$ cat config.mk
export PLATFORM = sky130hd
export DESIGN_NAME = countdown_timer_with_reload
export DESIGN_NICKNAME = d
export VERILOG_FILES = /design/src/cdt_pkg.sv /design/src/cdt_step.sv /design/src/countdown_timer_with_reload.sv
export SDC_FILE = /design/constraint.sdc
export NUM_CORES = 1
export LEC_CHECK = 0
export BUFFER_PORTS_ARGS = -buffer_cell sky130_fd_sc_hd__buf_4
export CAP_MARGIN = 15
export CORE_MARGIN = 5
export CORE_UTILIZATION = 45
export CTS_CLUSTER_SIZE = 14
export DETAILED_ROUTE_END_ITERATION = 7
export GPL_TIMING_DRIVEN = 1
export PLACE_DENSITY = 0.71
export SLEW_MARGIN = 20
export SYNTH_ARGS = -nofsm -noshare
export SYNTH_HDL_FRONTEND = slang
export SYNTH_SLANG_ARGS = --single-unit
$ cat constraint.sdc
create_clock -name clk -period 8.35 [get_ports clk]
set_input_delay 0.835 -clock clk [delete_from_list [all_inputs] [get_ports clk]]
set_output_delay 0.835 -clock clk [all_outputs]
set_load 0.02 [all_outputs]
$ cat src/cdt_pkg.sv
// Shared definitions for the countdown timer with reload.
// Holds command codes, run-state codes, field widths and the status struct.
// No dependencies.
package cdt_pkg;

    localparam int unsigned CMD_W    = 4;
    localparam int unsigned STATE_W  = 2;
    localparam int unsigned FIELD_W  = 32;

    // Command codes carried in the input tuser.
    localparam logic [CMD_W-1:0] CMD_TICK          = 4'd0;
    localparam logic [CMD_W-1:0] CMD_START         = 4'd1;
    localparam logic [CMD_W-1:0] CMD_ARM_PAUSED    = 4'd2;
    localparam logic [CMD_W-1:0] CMD_STOP          = 4'd3;
    localparam logic [CMD_W-1:0] CMD_PAUSE         = 4'd4;
    localparam logic [CMD_W-1:0] CMD_RESUME        = 4'd5;
    localparam logic [CMD_W-1:0] CMD_START_IN      = 4'd6;
    localparam logic [CMD_W-1:0] CMD_DELAY         = 4'd7;
    localparam logic [CMD_W-1:0] CMD_SET_REMAINING = 4'd8;

    // Run-state codes.
    localparam logic [STATE_W-1:0] ST_STOPPED = 2'd0;
    localparam logic [STATE_W-1:0] ST_PAUSED  = 2'd1;
    localparam logic [STATE_W-1:0] ST_ACTIVE  = 2'd2;

    // Configuration register indexes.
    localparam logic CFG_PERIOD      = 1'b0;
    localparam logic CFG_LOOP_ENABLE = 1'b1;

    // Status that the step logic hands back to the top level.
    typedef struct packed {
        logic                fired;
        logic [STATE_W-1:0]  run_state;
    } cdt_status_t;

endpackage

$ cat src/cdt_step.sv
// Next-state logic of the countdown timer: one command applied to the count.
// Purely combinational; depends on cdt_pkg.
module cdt_step #(
    parameter int unsigned COUNT_WIDTH = 32
) (
    input  logic [cdt_pkg::CMD_W-1:0]   cmd,
    input  logic [cdt_pkg::FIELD_W-1:0] elapsed,
    input  logic [cdt_pkg::FIELD_W-1:0] amount,
    input  logic                        subtract,
    input  logic                        fire_now,
    input  logic [cdt_pkg::FIELD_W-1:0] period,
    input  logic                        loop_enable,
    input  logic [COUNT_WIDTH-1:0]      remaining,
    input  logic [cdt_pkg::STATE_W-1:0] run_state,
    output logic [COUNT_WIDTH-1:0]      remaining_next,
    output cdt_pkg::cdt_status_t        status
);

    // Compare width covers both the count and the 32-bit fields.
    localparam int unsigned CW = (COUNT_WIDTH > cdt_pkg::FIELD_W) ? COUNT_WIDTH
                                                                  : cdt_pkg::FIELD_W;

    logic [CW-1:0]            rem_ext;
    logic [CW-1:0]            el_ext;
    logic [CW-1:0]            amt_ext;
    logic [CW-1:0]            period_ext;
    logic [COUNT_WIDTH-1:0]   period_w;
    logic [COUNT_WIDTH-1:0]   amt_w;
    logic                     expired;
    logic [CW-1:0]            el_diff;
    logic [CW-1:0]            amt_diff;
    logic [COUNT_WIDTH-1:0]   tick_rem;
    logic [cdt_pkg::STATE_W-1:0] tick_state;
    logic [COUNT_WIDTH-1:0]   add_a;
    logic [COUNT_WIDTH:0]     add_sum;
    logic [COUNT_WIDTH-1:0]   add_sat;

    assign rem_ext    = CW'(remaining);
    assign el_ext     = CW'(elapsed);
    assign amt_ext    = CW'(amount);
    assign period_ext = CW'(period);
    assign period_w   = period_ext[COUNT_WIDTH-1:0];
    assign amt_w      = amt_ext[COUNT_WIDTH-1:0];

    // Elapsed time applied to an active countdown.
    assign expired  = (el_ext >= rem_ext);
    assign el_diff  = rem_ext - el_ext;
    assign amt_diff = rem_ext - amt_ext;

    always_comb
    begin
        if (run_state != cdt_pkg::ST_ACTIVE)
        begin
            tick_rem   = remaining;
            tick_state = run_state;
        end
        else if (expired)
        begin
            tick_rem   = loop_enable ? period_w : '0;
            tick_state = loop_enable ? cdt_pkg::ST_ACTIVE : cdt_pkg::ST_STOPPED;
        end
        else
        begin
            tick_rem   = el_diff[COUNT_WIDTH-1:0];
            tick_state = run_state;
        end
    end

    // One saturating adder serves both start-in and lengthening delay.
    assign add_a   = (cmd == cdt_pkg::CMD_START_IN) ? period_w : remaining;
    assign add_sum = {1'b0, add_a} + {1'b0, amt_w};
    assign add_sat = add_sum[COUNT_WIDTH] ? '1 : add_sum[COUNT_WIDTH-1:0];

    always_comb
    begin
        remaining_next   = remaining;
        status.fired     = 1'b0;
        status.run_state = run_state;
        unique case (cmd)
            cdt_pkg::CMD_TICK:
            begin
                remaining_next   = tick_rem;
                status.run_state = tick_state;
                status.fired     = (run_state == cdt_pkg::ST_ACTIVE) && expired;
            end
            cdt_pkg::CMD_START:
            begin
                remaining_next   = fire_now ? '0 : period_w;
                status.run_state = cdt_pkg::ST_ACTIVE;
            end
            cdt_pkg::CMD_ARM_PAUSED:
            begin
                remaining_next   = fire_now ? '0 : period_w;
                status.run_state = cdt_pkg::ST_PAUSED;
            end
            cdt_pkg::CMD_STOP:
            begin
                remaining_next   = tick_rem;
                status.run_state = cdt_pkg::ST_STOPPED;
            end
            cdt_pkg::CMD_PAUSE:
            begin
                if (run_state == cdt_pkg::ST_ACTIVE)
                begin
                    remaining_next   = tick_rem;
                    status.run_state = cdt_pkg::ST_PAUSED;
                end
            end
            cdt_pkg::CMD_RESUME:
            begin
                if (run_state == cdt_pkg::ST_PAUSED)
                begin
                    status.run_state = cdt_pkg::ST_ACTIVE;
                end
            end
            cdt_pkg::CMD_START_IN:
            begin
                remaining_next   = add_sat;
                status.run_state = cdt_pkg::ST_ACTIVE;
            end
            cdt_pkg::CMD_DELAY:
            begin
                if (subtract)
                begin
                    remaining_next = (amt_ext >= rem_ext) ? '0 : amt_diff[COUNT_WIDTH-1:0];
                end
                else
                begin
                    remaining_next = add_sat;
                end
            end
            cdt_pkg::CMD_SET_REMAINING:
            begin
                remaining_next = amt_w;
            end
            default:
            begin
                remaining_next = remaining;
            end
        endcase
    end

endmodule

$ cat src/countdown_timer_with_reload.sv
// Top level of the countdown timer with reload: stream ports, input register,
// timer state and result register. Depends on cdt_pkg and cdt_step.
//
// The timer takes one command word per clock while it is not stalled and
// returns exactly one result word per command, in order. A word accepted on
// the slave side is held in an input register while the step logic applies
// it to the countdown (one compare and one add or subtract on the count
// register). When it advances, it updates the timer state and loads the
// result register at the same edge. A result thus passes through the input
// register and the result register before it shows on the master side.
// Throughput is one word per cycle while the master side is ready, set by the update of the count register.
// The slave side keeps accepting while a finished result waits. It only
// stalls when both the input register and the result register are full and
// the master side is not ready. Elapsed time in a tick, stop or pause command
// is applied only while the timer is active. Stop and pause do not report a
// firing that their elapsed time causes. Start-in and lengthening delays
// saturate at the all-ones count, and shortening saturates at zero.
// Configuration writes (period, loop enable) take effect at once and belong
// in quiet times.
module countdown_timer_with_reload #(
    parameter int unsigned COUNT_WIDTH = 32
) (
    input  logic        clk,
    input  logic        rst_n,

    // Command stream.
    input  logic        s_tvalid,
    output logic        s_tready,
    input  logic [71:0] s_tdata,   // elapsed[31:0], amount[63:32], subtract[64],
                                   // fire_now[65], zero fill[71:66]
    input  logic [3:0]  s_tuser,   // cmd[3:0]

    // Result stream.
    output logic        m_tvalid,
    input  logic        m_tready,
    output logic [39:0] m_tdata,   // fired[0], timer_state[2:1], ticks_left[34:3],
                                   // zero fill[39:35]

    // Configuration write port.
    input  logic        cfg_wr_en,
    input  logic        cfg_index,
    input  logic [31:0] cfg_wdata
);

    localparam int unsigned CW = (COUNT_WIDTH > cdt_pkg::FIELD_W) ? COUNT_WIDTH
                                                                  : cdt_pkg::FIELD_W;

    // Configuration registers.
    logic [cdt_pkg::FIELD_W-1:0] period_reg;
    logic                        loop_enable_reg;

    // Input register.
    logic                        in_valid_reg;
    logic [cdt_pkg::CMD_W-1:0]   cmd_reg;
    logic [cdt_pkg::FIELD_W-1:0] elapsed_reg;
    logic [cdt_pkg::FIELD_W-1:0] amount_reg;
    logic                        subtract_reg;
    logic                        fire_now_reg;

    // Timer state.
    logic [COUNT_WIDTH-1:0]      remaining_reg;
    logic [COUNT_WIDTH-1:0]      remaining_next;
    logic [cdt_pkg::STATE_W-1:0] run_state_reg;

    // Result register.
    logic                        out_valid_reg;
    logic                        out_fired_reg;
    logic [cdt_pkg::STATE_W-1:0] out_state_reg;
    logic [cdt_pkg::FIELD_W-1:0] out_ticks_reg;

    cdt_pkg::cdt_status_t        step_status;
    logic                        advance;
    logic                        in_take;
    logic [CW-1:0]               rem_next_ext;

    // A word moves from the input register to the result register whenever
    // the result register is empty or being drained in the same cycle.
    assign advance  = in_valid_reg && (!out_valid_reg || m_tready);
    assign s_tready = !in_valid_reg || advance;
    assign in_take  = s_tvalid && s_tready;

    always_ff @(posedge clk or negedge rst_n)
    begin
        if (!rst_n)
        begin
            period_reg      <= '0;
            loop_enable_reg <= 1'b0;
        end
        else if (cfg_wr_en)
        begin
            unique case (cfg_index)
                cdt_pkg::CFG_PERIOD:      period_reg      <= cfg_wdata;
                cdt_pkg::CFG_LOOP_ENABLE: loop_enable_reg <= cfg_wdata[0];
            endcase
        end
    end

    always_ff @(posedge clk or negedge rst_n)
    begin
        if (!rst_n)
        begin
            in_valid_reg <= 1'b0;
        end
        else if (s_tready)
        begin
            in_valid_reg <= s_tvalid;
        end
    end

    always_ff @(posedge clk)
    begin
        if (in_take)
        begin
            cmd_reg      <= s_tuser;
            elapsed_reg  <= s_tdata[31:0];
            amount_reg   <= s_tdata[63:32];
            subtract_reg <= s_tdata[64];
            fire_now_reg <= s_tdata[65];
        end
    end

    cdt_step #(
        .COUNT_WIDTH (COUNT_WIDTH)
    ) u_step (
        .cmd            (cmd_reg),
        .elapsed        (elapsed_reg),
        .amount         (amount_reg),
        .subtract       (subtract_reg),
        .fire_now       (fire_now_reg),
        .period         (period_reg),
        .loop_enable    (loop_enable_reg),
        .remaining      (remaining_reg),
        .run_state      (run_state_reg),
        .remaining_next (remaining_next),
        .status         (step_status)
    );

    assign rem_next_ext = CW'(remaining_next);

    // The timer state changes only when a command is applied.
    always_ff @(posedge clk or negedge rst_n)
    begin
        if (!rst_n)
        begin
            remaining_reg <= '0;
            run_state_reg <= cdt_pkg::ST_STOPPED;
        end
        else if (advance)
        begin
            remaining_reg <= remaining_next;
            run_state_reg <= step_status.run_state;
        end
    end

    always_ff @(posedge clk or negedge rst_n)
    begin
        if (!rst_n)
        begin
            out_valid_reg <= 1'b0;
        end
        else if (advance)
        begin
            out_valid_reg <= 1'b1;
        end
        else if (m_tready)
        begin
            out_valid_reg <= 1'b0;
        end
    end

    always_ff @(posedge clk)
    begin
        if (advance)
        begin
            out_fired_reg <= step_status.fired;
            out_state_reg <= step_status.run_state;
            out_ticks_reg <= rem_next_ext[cdt_pkg::FIELD_W-1:0];
        end
    end

    assign m_tvalid = out_valid_reg;
    assign m_tdata  = {5'b0, out_ticks_reg, out_state_reg, out_fired_reg};

    // A firing tick leaves the timer active (looping) or stopped, never paused.
    a_fired_not_paused: assert property (@(posedge clk) disable iff (!rst_n)
        (out_valid_reg && out_fired_reg) |-> (out_state_reg != cdt_pkg::ST_PAUSED))
        else $error("fired result reports the paused state");

    // A firing that stopped the timer must have cleared the count.
    a_fired_stop_clears: assert property (@(posedge clk) disable iff (!rst_n)
        (out_valid_reg && out_fired_reg && (out_state_reg == cdt_pkg::ST_STOPPED))
        |-> (out_ticks_reg == '0))
        else $error("fired and stopped result with a nonzero count");

    // The reported state is the state the timer was left in.
    a_state_matches: assert property (@(posedge clk) disable iff (!rst_n)
        advance |=> (out_state_reg == run_state_reg))
        else $error("result state differs from the timer state");

    // The slave side stalls only when both registers are full and blocked.
    a_stall_reason: assert property (@(posedge clk) disable iff (!rst_n)
        !s_tready |-> (in_valid_reg && out_valid_reg && !m_tready))
        else $error("input stalled without a blocked result");

endmodule
---- Yosys cells after proc, flatten, opt, wreduce, memory -nomap -nowiden ----
Index checks and enable logic that the tools add are counted.
storage, ports and cells
  bits in registers ....................... 174
operators by class
  $add $sub $neg .......................... 3
  $lt $le $gt $ge ......................... 2
  eq/ne operators ......................... 11
  muxes and demuxes ....................... 18
  bitwise logic cells ..................... 1
  reduce and logical (&&, ||, !) cells .... 14
operators with widths
  kind                number
  $mux 32             9
  $pmux 32 s6         1
  $ge 32x32->1        2
  $sub 32x32->32      2
  $add 32x32->33      1
  $eq 4x3->1 const B  4
  $pmux 2 s6          1
  $mux 2              5
  $eq 4x2->1 const B  2
  $reduce_or 2->1     3
  $eq 4x1->1 const B  1
  $eq 4x4->1 const B  1
  $logic_not 4->1     1
  $reduce_and 2->1    2
  $logic_and 1x1->1   3
  $eq 2x1->1 const B  1
  $eq 2x2->1 const B  1
  $logic_not 1->1     2
  $logic_or 1x1->1    2
  $mux 1              2
  $ne 2x2->1 const B  1
  $reduce_bool 2->1   1
  $not 1->1           1

---- Logic depth before layout (Yosys ltp) ----
  depth after elaboration ................. 6
  mapped depth ............................ 19

---- By module ----
Synthesis repeated with hierarchy kept, for this count alone.
unflattened totals
  cell total of the unflattened synthesis .. 1487
  area, all modules ....................... 13974.7 µm²
modules (own cells, without submodules)
  module                       times used  cells each  area an instance (µm²)  sequential area each (µm²)
  cdt_step                     1           1223        7986.4                  0.0
  countdown_timer_with_reload  1           264         5988.2                  4879.7

---- Worst setup path before layout ----
OpenSTA, ideal clock, no wires.
  path kind ............................... register to register
  start ................................... register cmd_reg[2] (netlist name)
  end ..................................... register out_ticks_reg[30] (netlist name) (data pin)
  setup time .............................. 267 ps
  arrival time ............................ 4093 ps
  slack ................................... 3989 ps
  cell stages (with the launch flop) ...... 19
  path buffers ............................ 2
  clock period less this slack ............ 4361 ps
  cells stage by stage .................... edfxtp_1 > clkbuf_1 > nand3b_1 > nor2_1 > clkbuf_1 > nand2_1 > o21ai_0 > ha_1 > inv_1 > fa_1 > nand2b_1 > a21oi_1 > o211ai_4 > a311oi_1 > a41o_1 > a21oi_1 > mux2i_1 > a2111oi_2 > a21oi_1
between the ends
  longest elaborated chain between the ends .. 6
ends and longest elaborated chain
  element                   RTL line                            source
  start: declaration        countdown_timer_with_reload.sv:54   logic [cdt_pkg::CMD_W-1:0] cmd_reg;
  start signal: assignment  countdown_timer_with_reload.sv:114  cmd_reg <= s_tuser;
  $eq 4x3->1                cdt_step.sv:70, cdt_step.sv:79
  $mux 32                   cdt_step.sv:70                      assign add_a = (cmd == cdt_pkg::CMD_START_IN) ? period_w : remaining;
  $add 32x32->33            cdt_step.sv:71                      assign add_sum = {1'b0, add_a} + {1'b0, amt_w};
  $mux 32                   cdt_step.sv:72                      assign add_sat = add_sum[COUNT_WIDTH] ? '1 : add_sum[COUNT_WIDTH-1:0];
  $mux 32                   cdt_step.sv:123                     if (subtract)
  $pmux 32 s6 *             cdt_step.sv:79                      unique case (cmd)
  via rem_next_ext[30]      countdown_timer_with_reload.sv:74   logic [CW-1:0] rem_next_ext;
  end signal: assignment    countdown_timer_with_reload.sv:177  out_ticks_reg <= rem_next_ext[cdt_pkg::FIELD_W-1:0];
  end: declaration          countdown_timer_with_reload.sv:69   logic [cdt_pkg::FIELD_W-1:0] out_ticks_reg;
The timed path passes the listed nets; every way through them passes the cells marked *.
A chain may end at the register's enable or synchronous reset.

---- Worst setup path in the final report ----
  start ................................... register cmd_reg[3] (netlist name)
  end ..................................... register out_ticks_reg[28] (netlist name) (data pin)
The elaborated chain is that of the path after synthesis.

==> impl_results.md <==
- Clock tree from TritonCTS: yes
- Area growth syn-to-layout: 13.9%
- Placement Cell Area: 0.0157 mm2
- H-tree depth: 4
- Worst setup EP type: register
- Ant diodes: 0
- Final Hold Fails: 0
- RSZ-0062 raised after global routing: false
- Clock slew at reported path FFs: 80 ps
- Count of input and output buffers: 144
- Rel. slew slack: 0.157
- CTS sink count: between 150 and 200
- Status: finished, violations left
- Peak VDD IR: 0.171 mV
- WP data required: 8560 ps
- Tcrit/Tclk final: 0.684
- Total of max-cap violations: 0
- Fin Hold WS: 506 ps
- Core Footprint: about 0.031 mm2
- Worst slew pin tran: 1230 ps
- Sum Neg Setup Slack: 0 ps
- Top cells by area, synth: edfxtp_1 22%, dfrtp_1 12%, ha_1 8.5%
- First-pass GRT wire length: 77,100 um
- Worst Setup SP: cmd_reg[3]
- Clock skew: 17.2 ps
- R2R Setup Slk: 2640 ps
- Via count: about 14,000
- Nets: 1,932
- Vias in the first global route: about 13,000
- Syn_area_per_cell: a little under 9 um2
- Pwr Density: 313 mW/mm2
- Final antenna-violating net count: 0
- Drt via density: 6.34
- Die X-Extent: 188 um
- Worst Reg2Reg Path Length in Cells: 17
- #FFs+latches synth: 174
- Fmax: ~180 MHz
- Detailed placement HPWL: 39,000 um
- CTS resizes: 0
- DRT Pass-1 Iters: 8
- CTS Buf Count: 17
- Cell variety after synth: 88
- Leakage power: 0.00668 uW
- Failing checks: design-rule violations
- Die height: 188 um
- Starting density of the core: 0.454
- Largest net degree at the start of global routing: 71
- Drc violations: 3
- Top FF cell, synth: edfxtp_1
- Layout cells sized above 1: 0.174
- WL/cell: 23.7 um
- Post-route cell area: between 0.015 and 0.02 mm2
- Top-area cell type share of the netlist area: 0.221
- Num ports: 156
- Critical setup path kind: register to register
- Final wirelength: slightly above 50,000 um
- Clk_lat worst skew: 460 ps
- Hold Path Class: primary input to asynchronous set/reset pin
- R2R Path End: out_ticks_reg[28]
- Hold-fix buffers, CTS: 0
- Worst Setup EP: out_ticks_reg[28]
- Clock Path Buffers: 2
- Antenna violations before repair: 0
- R2r startpoint: cmd_reg[3]
- Synthesized area: 0.0143 mm2
- Startpoint Class: register
- Final-report max-slew violation count: 0
- DR iter-0 viols: 1,342
- Gr usage total: 0.279
- Gpl congestion: 0.943
- Seq/Total Area, Yosys: 0.341
- Site row count: 65
- CTS root buffer: clkbuf_16
- Crit path time final: 5710 ps
- Post-synth EDFFs: between 100 and 150
- Die Area: 0.0354 mm2
- Postcts setup bufs: 0
- Synth Instances: around 1,600
- Final Util: 0.517
- Synth Warn #: 0
- Area leader, netlist: edfxtp_1
- Worst Path Arrival: slightly below 6000 ps
- Global-route congestion overflow total: 0
- Maximum fanout along the worst path: 21
- Count of final setup violators: 0
- Async S/R FF share, synth: 0.397
[worst max-delay path, cell delays in order (launching register included)]
cell and delay [ps]:
edfxtp_1 550, nand3b_1 400, nor2_2 190, buf_4 340, nand2_1 90, o21ai_0 80
ha_1 280, inv_1 90, fa_1 440, nand2b_1 180, a21oi_1 420, o211ai_4 170
a21oi_1 360, a31oi_1 200, xnor2_1 170, a2111oi_0 1080, o211a_1 310, nor2_1 60
[placed cells by master (no fill, tap or decap), drive strengths merged, types with 8 or more instances in the layout]
cell type / count
or3: 8
dfrtp: 69
o21ai: 115
or2: 9
xnor2: 53
a21o: 24
o21bai: 10
a221o: 17
o211ai: 18
mux2: 64
ha: 97
o22a: 14
nor2: 136
inv: 95
a31oi: 23
and2: 9
nor4: 8
a211o: 8
buf: 164
a211oi: 25
clkbuf: 19
o22ai: 9
xor2: 16
nand2b: 16
nand3: 26
and3: 23
o21a: 38
nor2b: 16
edfxtp: 105
nand2: 115
a221oi: 19
nor3: 28
a21oi: 174
nand4: 30
[cell type report]
cell class / count / area [um2]
Tap cell: 402 / 503
Clock buffer: 19 / 433
Fill cell: 2949 / 15200
Clock inverter: 13 / 158
Multi-Input combinational cell: 1270 / 8720
Sequential cell: 174 / 4880
Inverter: 91 / 342
Timing Repair Buffer: 164 / 1230
[kinds of logic (layout without fill, tap and decap cells)]
| group | after synthesis | after routing | synth area share |
|---|---|---|---|
| other | 1 | 5 | 0.000262 |
| buffers and inverters | 180 | 287 | 0.0511 |
| XOR/XNOR | 69 | 69 | 0.0423 |
| AND/OR/NAND/NOR | 446 | 446 | 0.150 |
| multiplexers | 68 | 68 | 0.0532 |
| flip-flops | 174 | 174 | 0.341 |
| adder cells (fa/ha/maj) | 100 | 100 | 0.0891 |
| AO/OA/AOI/OAI | 582 | 582 | 0.272 |
[power breakdown]
part	switching [uW]	total (uW)	leakage, uW	internal (uW)
clock network	386	835	0.000282	449
logic	1780	2930	0.00457	1150
registers	246	1320	0.00182	1080
total	2410	5090	0.00668	2670
[layer usage]
metal / part of all wire / track usage / up-vias
met3: 0.10 / 0.0691 / 45
li1: - / - / 6300
met1: 0.46 / 0.415 / 6543
met4: 0.018 / 0.0630 / 0
met5: 0 / 0 / -
met2: 0.43 / 0.411 / 645
[worst min path at each step]
| stage | startpoint | endpoint | slack [ps] |
|---|---|---|---|
| global route | s_tdata[11] | elapsed_reg[11] | 530 |
| finish | rst_n | remaining_reg[3] | 510 |
| detailed placement | in_valid_reg | m_tvalid | 490 |
| floorplan | in_valid_reg | m_tvalid | 460 |
| global placement | in_valid_reg | m_tvalid | 480 |
| CTS | in_valid_reg | m_tvalid | 520 |
[cells in the mapped netlist, types with 5 or more instances]
master,n
a21oi_1,173
nor2_1,136
nand2_1,115
o21ai_0,107
edfxtp_1,105
ha_1,97
inv_1,91
dfrtp_1,69
mux2_2,64
clkbuf_1,58
xnor2_1,53
o21a_1,38
nand4_1,30
nor3_1,27
nand3_1,26
a21o_1,24
a211oi_1,23
a31oi_1,23
and3_1,23
a221oi_1,19
buf_2,19
a221o_1,17
o211ai_1,17
nand2b_1,16
nor2b_1,16
xor2_1,16
o22a_1,14
o21bai_1,10
and2_1,9
o22ai_1,9
or2_2,9
a211o_1,8
nor4_1,8
or3_1,8
a311oi_1,7
o21ai_1,7
a31o_2,6
buf_4,6
nand3b_1,6
o31ai_1,6
a2bb2oi_1,5
o21ba_2,5
o221ai_1,5
[per-stage QoR]
step	power (uW)	std cells	worst slack, ps
detailed placement	4170	2101	2860
global route	5420	2133	2460
finish	5090	2133	2640
CTS	5030	2133	2820
global placement	4150	2101	2910
floorplan	3340	1624	3990
(Power assumes the default switching activity.)
